**config.mk**
```make
export PLATFORM = sky130hd
export DESIGN_NAME = multichannel_quadrature_counter
export DESIGN_NICKNAME = d
export VERILOG_FILES = /design/src/rtl/core/mqc_pkg.sv /design/src/rtl/core/multichannel_quadrature_counter.sv /design/src/rtl/core/mqc_channel.sv
export SDC_FILE = /design/constraint.sdc
export NUM_CORES = 2
export LEC_CHECK = 0
export ABC_CLOCK_PERIOD_IN_PS = 3900
export BUFFER_PORTS_ARGS = -buffer_cell sky130_fd_sc_hd__buf_2
export CAP_MARGIN = 20
export CORE_MARGIN = 1.5
export CORE_UTILIZATION = 55
export CTS_BUF_LIST = sky130_fd_sc_hd__clkbuf_8
export DETAILED_ROUTE_END_ITERATION = 10
export PLACE_DENSITY = 0.68
export SLEW_MARGIN = 20
export SYNTH_ARGS = -nofsm -noshare
export SYNTH_HDL_FRONTEND = slang
export SYNTH_SLANG_ARGS = --single-unit
```
**constraint.sdc**
```tcl
create_clock -name clk -period 3.9 [get_ports clk]
set_input_delay 0.195 -clock clk [delete_from_list [all_inputs] [get_ports clk]]
set_output_delay 0.195 -clock clk [all_outputs]
set_load 0.01 [all_outputs]
```
**src/rtl/core/mqc_pkg.sv**
```systemverilog
package mqc_pkg;

  // Default build: eight channels of 32-bit counters.
  localparam int CHANNELS_DEF   = 8;
  localparam int COUNT_BITS_DEF = 32;

  // Opcodes carried in the low bits of s_tuser.
  localparam logic [1:0] OP_TICK  = 2'd0;
  localparam logic [1:0] OP_READ  = 2'd1;
  localparam logic [1:0] OP_WRITE = 2'd2;

  // Register offsets in the 16-bit window.
  localparam logic [1:0] REG_INDEX = 2'd0;
  localparam logic [1:0] REG_CNT_LO = 2'd1;
  localparam logic [1:0] REG_CNT_HI = 2'd2;
  localparam logic [1:0] REG_CTRL  = 2'd3;

  // Index register bits.
  localparam int IX_AUTOINC_BIT = 14;
  localparam int IX_GCLEAR_BIT  = 13;
  localparam int IX_GHOLD_BIT   = 12;
  localparam logic [15:0] IX_GLOBAL_MASK = 16'h3000;

  // Counter control bits.
  localparam int CC_AUTO_BIT   = 11;
  localparam int CC_UPDOWN_BIT = 10;
  localparam int CC_LHOLD_BIT  = 8;
  localparam int CC_GATE_BIT   = 7;
  localparam int CC_ONCE_BIT   = 6;
  localparam int CC_CLRIDX_BIT = 5;
  localparam int CC_POL_BIT    = 4;
  localparam int CC_LATCH_BIT  = 3;
  localparam int CC_IDXCLR_BIT = 2;
  localparam logic [15:0] CC_WRITABLE = 16'h0FF8;

  // What one channel sees in the cycle an item is processed.
  typedef struct packed {
    logic        tick;
    logic        gclear;
    logic        ghold;
    logic        pin_a;
    logic        pin_b;
    logic        pin_ix;
    logic        old_a;
    logic        old_b;
    logic        old_ix;
    logic        latch;
    logic        ctrl_wr;
    logic [15:0] ctrl_data;
  } chan_cmd_t;

  // 4X Gray decode: returns {up, down} for an old and a new {A, B} state.
  function automatic logic [1:0] quad_dir(input logic [1:0] old_ab,
                                          input logic [1:0] new_ab);
    logic [1:0] dir;
    dir = 2'b00;
    case ({old_ab, new_ab}) inside
      4'b0010, 4'b0100, 4'b1011, 4'b1101: dir = 2'b10;
      4'b0001, 4'b0111, 4'b1000, 4'b1110: dir = 2'b01;
      default: dir = 2'b00;
    endcase
    return dir;
  endfunction

endpackage

```
**src/rtl/core/multichannel_quadrature_counter.sv**
```systemverilog
// Multichannel quadrature counter: up to eight encoder counters (CHANNELS) of
// COUNT_BITS bits each, reached through a 16-bit register window. Each input
// beat's opcode makes it a tick that samples the A, B and index pins of all
// channels, a register read or a register write; opcode 3 does nothing.
// Every input beat, whatever its kind, produces exactly one output beat; it
// carries the register word for a read and zero for everything else. The
// block takes one beat per clock and keeps that rate indefinitely as long as
// the output side takes its beats. A beat passes an input register, is decoded
// against the counter state as it leaves that register, and then lands in the
// output register, which holds its result until the
// output side takes it. The input register drains into the output
// register whenever that one is empty or being emptied, so a single waiting
// result does not stop a new beat from being taken; only when both registers
// hold beats and the output side stalls does s_tready drop.
// Drive a tick on every clock on which the encoder pins may change, or
// transitions will be missed.
module multichannel_quadrature_counter
  import mqc_pkg::*;
#(
  parameter int CHANNELS   = CHANNELS_DEF,
  parameter int COUNT_BITS = COUNT_BITS_DEF
) (
  input  logic        clk,
  input  logic        rst,
  input  logic        s_tvalid,
  output logic        s_tready,
  // Fields from bit 0: write_data[15:0], pins_a[7:0], pins_b[7:0], pins_index[7:0].
  input  logic [39:0] s_tdata,
  // Fields from bit 0: opcode[1:0], reg_offset[1:0].
  input  logic [3:0]  s_tuser,
  output logic        m_tvalid,
  input  logic        m_tready,
  // Fields from bit 0: read_data[15:0].
  output logic [15:0] m_tdata
);

  localparam int SEL_W = (CHANNELS > 1) ? $clog2(CHANNELS) : 1;

  // Input register.
  logic        st_valid;
  logic [1:0]  st_op;
  logic [1:0]  st_reg;
  logic [15:0] st_data;
  logic [7:0]  st_a;
  logic [7:0]  st_b;
  logic [7:0]  st_ix;

  // Shared state kept at the top level.
  logic [15:0] index_word;
  logic [15:0] index_word_next;
  logic [7:0]  prev_a;
  logic [7:0]  prev_b;
  logic [7:0]  prev_index;

  // Per-channel state, held inside the channel instances.
  logic [COUNT_BITS-1:0] ch_count   [CHANNELS];
  logic [COUNT_BITS-1:0] ch_latched [CHANNELS];
  logic [15:0]           ch_ctrl    [CHANNELS];
  chan_cmd_t             ch_cmd     [CHANNELS];

  logic             advance;
  logic [2:0]       sel;
  logic [SEL_W-1:0] sel_idx;
  logic             present;
  logic             is_tick;
  logic             is_read;
  logic             is_write;
  logic             sel_latch;
  logic [31:0]      sel_value;
  logic [15:0]      read_word;

  // The processing step moves when the output register is free or draining.
  assign advance  = st_valid && (!m_tvalid || m_tready);
  assign s_tready = !st_valid || advance;

  assign is_tick  = advance && (st_op == OP_TICK);
  assign is_read  = advance && (st_op == OP_READ);
  assign is_write = advance && (st_op == OP_WRITE);

  assign sel       = index_word[2:0];
  assign sel_idx   = sel[SEL_W-1:0];
  assign present   = {1'b0, sel} < 4'(CHANNELS);
  assign sel_latch = ch_ctrl[sel_idx][CC_LATCH_BIT];

  // With latch-on-read set, a counter-low read refreshes the latch first, so
  // it returns the live count; counter-high then returns the latch.
  assign sel_value = (sel_latch && (st_reg == REG_CNT_HI)) ?
                     32'(ch_latched[sel_idx]) : 32'(ch_count[sel_idx]);

  always_comb begin
    read_word = '0;
    unique case (st_reg)
      REG_INDEX: begin
        read_word = index_word;
      end
      REG_CNT_LO: begin
        if (present) begin
          read_word = sel_value[15:0];
        end
      end
      REG_CNT_HI: begin
        if (present) begin
          read_word = sel_value[31:16];
        end
      end
      REG_CTRL: begin
        if (present) begin
          read_word = ch_ctrl[sel_idx] | (index_word & IX_GLOBAL_MASK) |
                      {13'd0, prev_index[sel], prev_b[sel], prev_a[sel]};
        end
      end
      default: read_word = '0;
    endcase
  end

  // Index register: written directly, or stepped by a counter-high read with
  // auto-increment set (the select wraps within three bits).
  always_comb begin
    index_word_next = index_word;
    if (is_write && (st_reg == REG_INDEX)) begin
      index_word_next = st_data;
    end else if (is_read && (st_reg == REG_CNT_HI) && index_word[IX_AUTOINC_BIT]) begin
      index_word_next[2:0] = sel + 3'd1;
    end
  end

  for (genvar c = 0; c < CHANNELS; c++) begin : g_chan
    logic hit;
    assign hit = present && (sel_idx == SEL_W'(c));

    always_comb begin
      ch_cmd[c].tick      = is_tick;
      ch_cmd[c].gclear    = index_word[IX_GCLEAR_BIT];
      ch_cmd[c].ghold     = index_word[IX_GHOLD_BIT];
      ch_cmd[c].pin_a     = st_a[c];
      ch_cmd[c].pin_b     = st_b[c];
      ch_cmd[c].pin_ix    = st_ix[c];
      ch_cmd[c].old_a     = prev_a[c];
      ch_cmd[c].old_b     = prev_b[c];
      ch_cmd[c].old_ix    = prev_index[c];
      // A counter-high write latches every channel; a counter-low read with
      // latch-on-read set latches only the selected one.
      ch_cmd[c].latch     = (is_write && (st_reg == REG_CNT_HI)) ||
                            (is_read && (st_reg == REG_CNT_LO) && hit &&
                             ch_ctrl[c][CC_LATCH_BIT]);
      ch_cmd[c].ctrl_wr   = is_write && (st_reg == REG_CTRL) && hit;
      ch_cmd[c].ctrl_data = st_data;
    end

    mqc_channel #(
      .COUNT_BITS(COUNT_BITS)
    ) u_channel (
      .clk    (clk),
      .rst    (rst),
      .cmd    (ch_cmd[c]),
      .count  (ch_count[c]),
      .latched(ch_latched[c]),
      .ctrl   (ch_ctrl[c])
    );
  end

  // Input register.
  always_ff @(posedge clk) begin
    if (rst) begin
      st_valid <= 1'b0;
    end else if (s_tvalid && s_tready) begin
      st_valid <= 1'b1;
    end else if (advance) begin
      st_valid <= 1'b0;
    end
  end

  always_ff @(posedge clk) begin
    if (s_tvalid && s_tready) begin
      st_op   <= s_tuser[1:0];
      st_reg  <= s_tuser[3:2];
      st_data <= s_tdata[15:0];
      st_a    <= s_tdata[23:16];
      st_b    <= s_tdata[31:24];
      st_ix   <= s_tdata[39:32];
    end
  end

  // Shared state.
  always_ff @(posedge clk) begin
    if (rst) begin
      index_word <= '0;
      prev_a     <= '0;
      prev_b     <= '0;
      prev_index <= '0;
    end else begin
      index_word <= index_word_next;
      if (is_tick) begin
        prev_a     <= st_a;
        prev_b     <= st_b;
        prev_index <= st_ix;
      end
    end
  end

  // Output register.
  always_ff @(posedge clk) begin
    if (rst) begin
      m_tvalid <= 1'b0;
    end else if (advance) begin
      m_tvalid <= 1'b1;
    end else if (m_tready) begin
      m_tvalid <= 1'b0;
    end
  end

  always_ff @(posedge clk) begin
    if (advance) begin
      m_tdata <= is_read ? read_word : 16'd0;
    end
  end

endmodule

```
**src/rtl/core/mqc_channel.sv**
```systemverilog
module mqc_channel
  import mqc_pkg::*;
#(
  parameter int COUNT_BITS = COUNT_BITS_DEF
) (
  input  logic                  clk,
  input  logic                  rst,
  input  chan_cmd_t             cmd,
  output logic [COUNT_BITS-1:0] count,
  output logic [COUNT_BITS-1:0] latched,
  output logic [15:0]           ctrl
);

  logic [COUNT_BITS-1:0] count_next;
  logic [COUNT_BITS-1:0] latched_next;
  logic [15:0]           ctrl_next;
  logic                  ix_event;
  logic                  hold;
  logic [1:0]            dir;

  always_comb begin
    count_next   = count;
    latched_next = latched;
    ctrl_next    = ctrl;
    ix_event = ctrl[CC_POL_BIT] ? (!cmd.old_ix && cmd.pin_ix) : (cmd.old_ix && !cmd.pin_ix);
    if (ctrl[CC_GATE_BIT] && (cmd.pin_a || cmd.pin_b)) begin
      ix_event = 1'b0;
    end
    hold = cmd.ghold || ctrl[CC_LHOLD_BIT];
    dir  = quad_dir({cmd.old_a, cmd.old_b}, {cmd.pin_a, cmd.pin_b});

    if (cmd.tick) begin
      if (cmd.gclear) begin
        count_next = '0;
      end else if (ix_event && ctrl[CC_CLRIDX_BIT]) begin
        // An index clear wins over both holds.
        count_next = '0;
        if (ctrl[CC_ONCE_BIT]) begin
          ctrl_next[CC_CLRIDX_BIT] = 1'b0;
        end
      end else if (!hold) begin
        if (ctrl[CC_AUTO_BIT]) begin
          count_next = count + 1'b1;
        end else if (ctrl[CC_UPDOWN_BIT]) begin
          if (!cmd.old_a && cmd.pin_a) begin
            count_next = cmd.pin_b ? count + 1'b1 : count - 1'b1;
          end
        end else if (dir[1]) begin
          count_next = count + 1'b1;
        end else if (dir[0]) begin
          count_next = count - 1'b1;
        end
      end
    end else if (cmd.ctrl_wr) begin
      ctrl_next = cmd.ctrl_data & CC_WRITABLE;
      if (cmd.ctrl_data[CC_IDXCLR_BIT]) begin
        count_next = '0;
      end
    end

    if (cmd.latch) begin
      latched_next = count;
    end
  end

  always_ff @(posedge clk) begin
    if (rst) begin
      count   <= '0;
      latched <= '0;
      ctrl    <= '0;
    end else begin
      count   <= count_next;
      latched <= latched_next;
      ctrl    <= ctrl_next;
    end
  end

endmodule
```
== Word-level counts from Yosys, hierarchy flattened ==
Index checks and enable logic that the tools add are counted.
Word-level totals
  register bits after elaboration: 686
  output and inout port bits: 18
  logic and storage cells: 553
Cells by class
  add/sub/neg operators: 17
  $lt $le $gt $ge: 2
  equality and inequality tests: 117
  muxes and demuxes: 184
  bitwise gates (word level): 4
  reductions and logical operators: 183
Operators by type and width (count)
  32-bit 2-to-1 mux: 94
  32-bit by 1-bit adder with 32-bit output (second input constant): 8
  32-bit by 1-bit subtractor with 32-bit output (second input constant): 8
  32-bit binary-select mux with 3-bit select: 2
  4-bit == test (second input constant): 32
  1-bit logical AND: 76
  4-bit by 3-bit == test with 1-bit output (second input constant): 16
  16-bit one-hot mux with 4 select lines: 1
  4-bit OR reduction: 16
  1-bit 2-to-1 mux: 63
  7-bit by 2-bit inequality test with 1-bit output (second input constant): 8
  16-bit binary-select mux with 3-bit select: 1
  6-bit 2-to-1 mux: 8
  6-bit by 5-bit inequality test with 1-bit output (second input constant): 8
  5-bit AND reduction: 8
  4-bit by 1-bit == test with 1-bit output (second input constant): 8
  4-bit by 2-bit == test with 1-bit output (second input constant): 8
  16-bit 2-to-1 mux: 2
  2-bit by 1-bit inequality test with 1-bit output (second input constant): 16
  4-bit inequality test (second input constant): 8
  4-bit AND reduction: 8
  1-bit zero test: 26
  1-bit logical OR: 26
  2-bit nonzero test: 12
  other kinds (19): 44

== Logic depth before layout (Yosys ltp) ==
  depth in word-level cells: 12
  depth in mapped cells: 15
  depth with buffers taken out: 8

== By module ==
A second synthesis with hierarchy kept.
Unflattened totals
  cell total of the unflattened synthesis: 4628
  area, all modules: 41350.9 um2
By module, submodules not included
  mqc_channel at g_chan[0].u_channel ...: times used 5, cells an instance 494, area each 4226.6 um2
  mqc_channel at g_chan[5].u_channel ...: times used 3, cells an instance 487, area each 4055.1 um2
  multichannel_quadrature_counter: times used 1, cells an instance 697, area each 8052.7 um2

== Worst setup path after synthesis ==
Ideal clock, no wire load.
  path type: reg-to-reg
  from: register index_word[0]
  to: register g_chan[0].u_channel.count[26]
  library setup time: 0.071 ns
  arrival: 3.433 ns
  path slack: 0.396 ns
  cell stages (with the launch flop): 15
  buffers on the path: 8
  cells stage by stage: dfxtp_1 buf_2 buf_2 buf_2 buf_1 buf_1 inv_1 ha_1 clkbuf_1 a31oi_1 a21o_1 clkbuf_1 clkbuf_1 o21ai_0 a21oi_1
Between the ends
  word-level cells in the longest chain between the ends: 4
Ends and longest elaborated chain
  start: declaration: line multichannel_quadrature_counter.sv:49  | logic [15:0] index_word;
  start signal: assignment: line multichannel_quadrature_counter.sv:192  | index_word <= index_word_next;
  3-bit zero test: line multichannel_quadrature_counter.sv:129  | assign hit = present && (sel_idx == SEL_W'(c));
  1-bit logical AND: line multichannel_quadrature_counter.sv:146  | ch_cmd[c].ctrl_wr = is_write && (st_reg == REG_CTRL) && hit;
  2-bit nonzero test (no line)
  5-bit AND reduction (no line)
  end signal: assignment: line mqc_channel.sv:72  | count <= count_next;
  end: declaration: line mqc_channel.sv:9  | output logic [COUNT_BITS-1:0] count,
Every way passes these cells.
A chain may end at the register's enable or synchronous reset.

== Worst setup path after layout ==
  from: register st_valid
  to: register g_chan[0].u_channel.count[16]
Between the ends
  word-level cells in the longest chain between the ends: 6
  elaborated cells on any way between the ends: 12
  classes of those cells: eq/ne (3); mux (1); reduce/logical (8)
Ends and longest elaborated chain
  start: declaration: line multichannel_quadrature_counter.sv:40  | logic st_valid;
  start signal: assignment: line multichannel_quadrature_counter.sv:165  | st_valid <= 1'b0;
  start signal: assignment: line multichannel_quadrature_counter.sv:167  | st_valid <= 1'b1;
  start signal: assignment: line multichannel_quadrature_counter.sv:169  | st_valid <= 1'b0;
  1-bit logical AND *: line multichannel_quadrature_counter.sv:73  | assign advance = st_valid && (!m_tvalid || m_tready);
  1-bit logical AND: line multichannel_quadrature_counter.sv:78  | assign is_write = advance && (st_op == OP_WRITE);
  1-bit logical AND (2 in a row): line multichannel_quadrature_counter.sv:146
  2-bit nonzero test (no line)
  5-bit AND reduction (no line)
Every way passes the cells marked *; elsewhere a longest branch is shown, timed or not.

==> out/metrics.cfg <==
[status]
status = finished, final reports clean

[cells_and_area]
drive_gt1_frac = 0.1283
finalNonFillerCells = 4931
utilization = 0.6152
reg_top3 = g_chan.u_channel.count (256), g_chan.u_channel.latched (128), g_chan.u_channel.ctrl (72)
nNetsFinal = 4132
regMostFlops = g_chan.u_channel.count
design_area_um2 = 37130
largest_register_ffs = 256
syn_to_final_growth_pct = 10.36

[routing]
drt_wl_total_um = 121900
ant_nets = 0
dr.pass1.iters = 7
drtIter0Drc = 4742
vias_per_cell = 6.860
wl_per_cell_um = 24.71
drc_errors = 0
vias = 33830

[setup_path]
crit_path_max_fanout = 21
crit_start = st_valid$_SDFFE_PP0P_
worstPathCellList = inv_1 > nor4_4 > buf_4 > a31oi_1 > buf_4 > o21ai_1 > buf_4 > nor2_1 > a31o_2
crit_top_cell = buf_4
path_buf_inv = 4
critPathKind = reg -> reg
startpoint_type = register
worstPathRequired_ps = 4510
cp_slowest_stage_delay_ps = 810
slowest_stage = o21ai_1
r2r_start = st_valid$_SDFFE_PP0P_
endpoint_kind = register
critPathArrivalTime_ps = 4030
cp_top_family = compound AO/OA/AOI/OAI gates

[global_route]
grt_use_total = 0.3811
grt_overflow_total = 0
antenna_found_initial = 8
grt_pass1_vias = 29970
grt.busiest_layer = met1
grtUsageMet3 = 0.09831
use_met1 = 0.5675
grt_max_degree = 88
met2_usage = 0.5256
grt_pass1_wl_um = 184900

[sta]
hold_viol = 0
worst_pin_slew_ps = 1043
rsz0062_at_grt = false
max_freq_mhz = 292.9
slew_violations = 0
timing.slew.headroom = 0.2864
fin_setup_tns_ps = 0
setup_violations = 0
finClkSkew_ps = 46.74
min_period_ps = 3414
period_share = 0.8754

[power_and_ir_drop]
peakVddDrop_uv = 297.2
leakage_uw = 0.01269
p_per_area_nw_per_um2 = 381.7
clkPwrFrac = 0.417
combPwrFrac = 0.146
p_total_uw = 14170
switchingPower_uw = 4227
netSwitchingFraction = 0.2982
power.share.sequential = 0.436
p_int_uw = 9947

[synthesis]
synth-edff-count = 60
synthesis.area_um2 = 33650
synth_cells = 4101
synth_cell_types = 90
ys_seq_elements = 558
avgSynthCellArea_um2 = 8.205
ys.flop_type = dfxtp_1
yosys_warnings = 0
async_flop_share = 0
yosysSeqAreaShare = 0.3498
syn-num-nets = 4171

[cts]
clk_pin_slew_worst_paths_ps = 70
cts_buffers = 98
clockBufferDepth = 3
clockRootBuffer = clkbuf_8
clk_latency_ps = 760
cts_tree = done
h-tree-depth = 3
cts_sinks = 558

[place]
port-buffer-count = 65
placed_cells = 4695
gp_congestion = 1.001
place_area_um2 = 34490
dp_hpwl_um = 88380

[floorplanning]
start_util = 0.5575
die_h_um = 250.3
die_width_um = 250.3
die_area_um2 = 62670
num_rows = 90
num_io_pins = 66
core_area_um2 = 60360

[worst_hold_path]
hp-start = s_tdata[26]
worstHoldPathType = in -> reg

[run]
max-cap-violations = 0

## placed cells by master, fill, tap and decap left out, types with 23 or more instances in the layout
cell type	netlist	final
nand4_1	76	76
edfxtp_1	60	60
and3_1	53	53
dfxtp_1	498	495
a21oi_1	473	472
nor3_1	92	89
a21o_1	33	32
and4_1	38	38
buf_2	24	64
buf_4	2	115
nand2_1	621	621
nand2b_1	37	37
nor2b_1	24	24
nor4_1	66	66
mux4_2	121	121
or3_1	132	132
a211oi_1	27	27
a2111oi_0	29	27
inv_1	66	95
a32oi_1	40	40
nand3_1	133	133
clkbuf_8	0	128
xnor2_1	35	35
o21ai_0	209	205
nor2_1	205	204
nor3b_1	23	23
or4_1	64	64
a31oi_1	40	39
and2_1	41	40
o211ai_1	42	42
mux2i_1	87	87
dlygate4sd3_1	0	49
## cell usage after synthesis, drive strengths merged (42+ instances only)
library cell / instances / share of area
inv: 66 / 0.0074
nand2: 621 / 0.069
or3: 133 / 0.025
mux2i: 87 / 0.026
nor3: 95 / 0.015
nand3: 133 / 0.020
nor4: 71 / 0.015
nand4: 76 / 0.014
nor2: 205 / 0.023
and2: 42 / 0.0078
o211ai: 42 / 0.0094
or4: 68 / 0.016
edfxtp: 60 / 0.054
clkbuf: 307 / 0.034
dfxtp: 498 / 0.30
buf: 62 / 0.0083
a21oi: 474 / 0.071
mux4: 122 / 0.082
o21ai: 219 / 0.033
and3: 53 / 0.0099
## kinds of logic after synthesis
family                   count (synthesis)  share of synthesized area
AO/OA/AOI/OAI                         1135                     0.2136
flip-flops                             558                     0.3498
multiplexers                           215                     0.1097
adder cells (fa/ha/maj)                 22                   0.008181
XOR/XNOR                                44                    0.01145
buffers and inverters                  436                    0.05001
AND/OR/NAND/NOR                       1691                     0.2572
## final timing paths
check	end	slack, ps	cells past startpoint
max reg2reg	g_chan[0].u_channel.count[16]$_SDFFE_PP0P_	490	9
min	st_b[2]$_DFFE_PP_	170	2
min reg2reg	g_chan[2].u_channel.latched[24]$_SDFFE_PP0P_	450	2
max	g_chan[0].u_channel.count[16]$_SDFFE_PP0P_	490	9
## through the flow
stage                     hold slack, ps  setup slack (ps)
after floorplan                    293.9             396.2
after global placement             371.2             735.0
after detailed placement           373.1             616.7
after CTS                          122.1             626.6
after global routing               151.0             371.4
final                              166.2             486.0
## area by class of cell
cell class	instances	area, um^2
fill	5326	23220
multi-input combinational	3107	20270
sequential	558	11780
clock buffer	128	1762
timing repair buffer	230	1709
tap	782	978.4
clock inverter	55	371.6
inverter	67	251.5
antenna	4	10.01
## power by group through the flow
stage,sequential [uW],clock (uW),combinational [uW]
global route,6190,6190,2250
global placement,6290,0,1950
finish,6180,5910,2080
CTS,6170,5930,2010
floorplan,6130,0,1520
detailed placement,6290,0,1970
## repair_timing
action	in CTS	in global routing
endpoints found under the hold margin	76	0
gates resized for setup	0	0
hold buffers	49	0
buffers inserted	0	0
## per-layer routing
layer  part of all wire  routed length, um  up-vias
li1                   -                  -    15330
met5            0.00025                 31        -
met1               0.42              51230    16190
met4              0.035               4250        6
met2               0.41              49740     2043
met3               0.14              16610      259
Note: power is estimated with default switching activity, not from simulation.
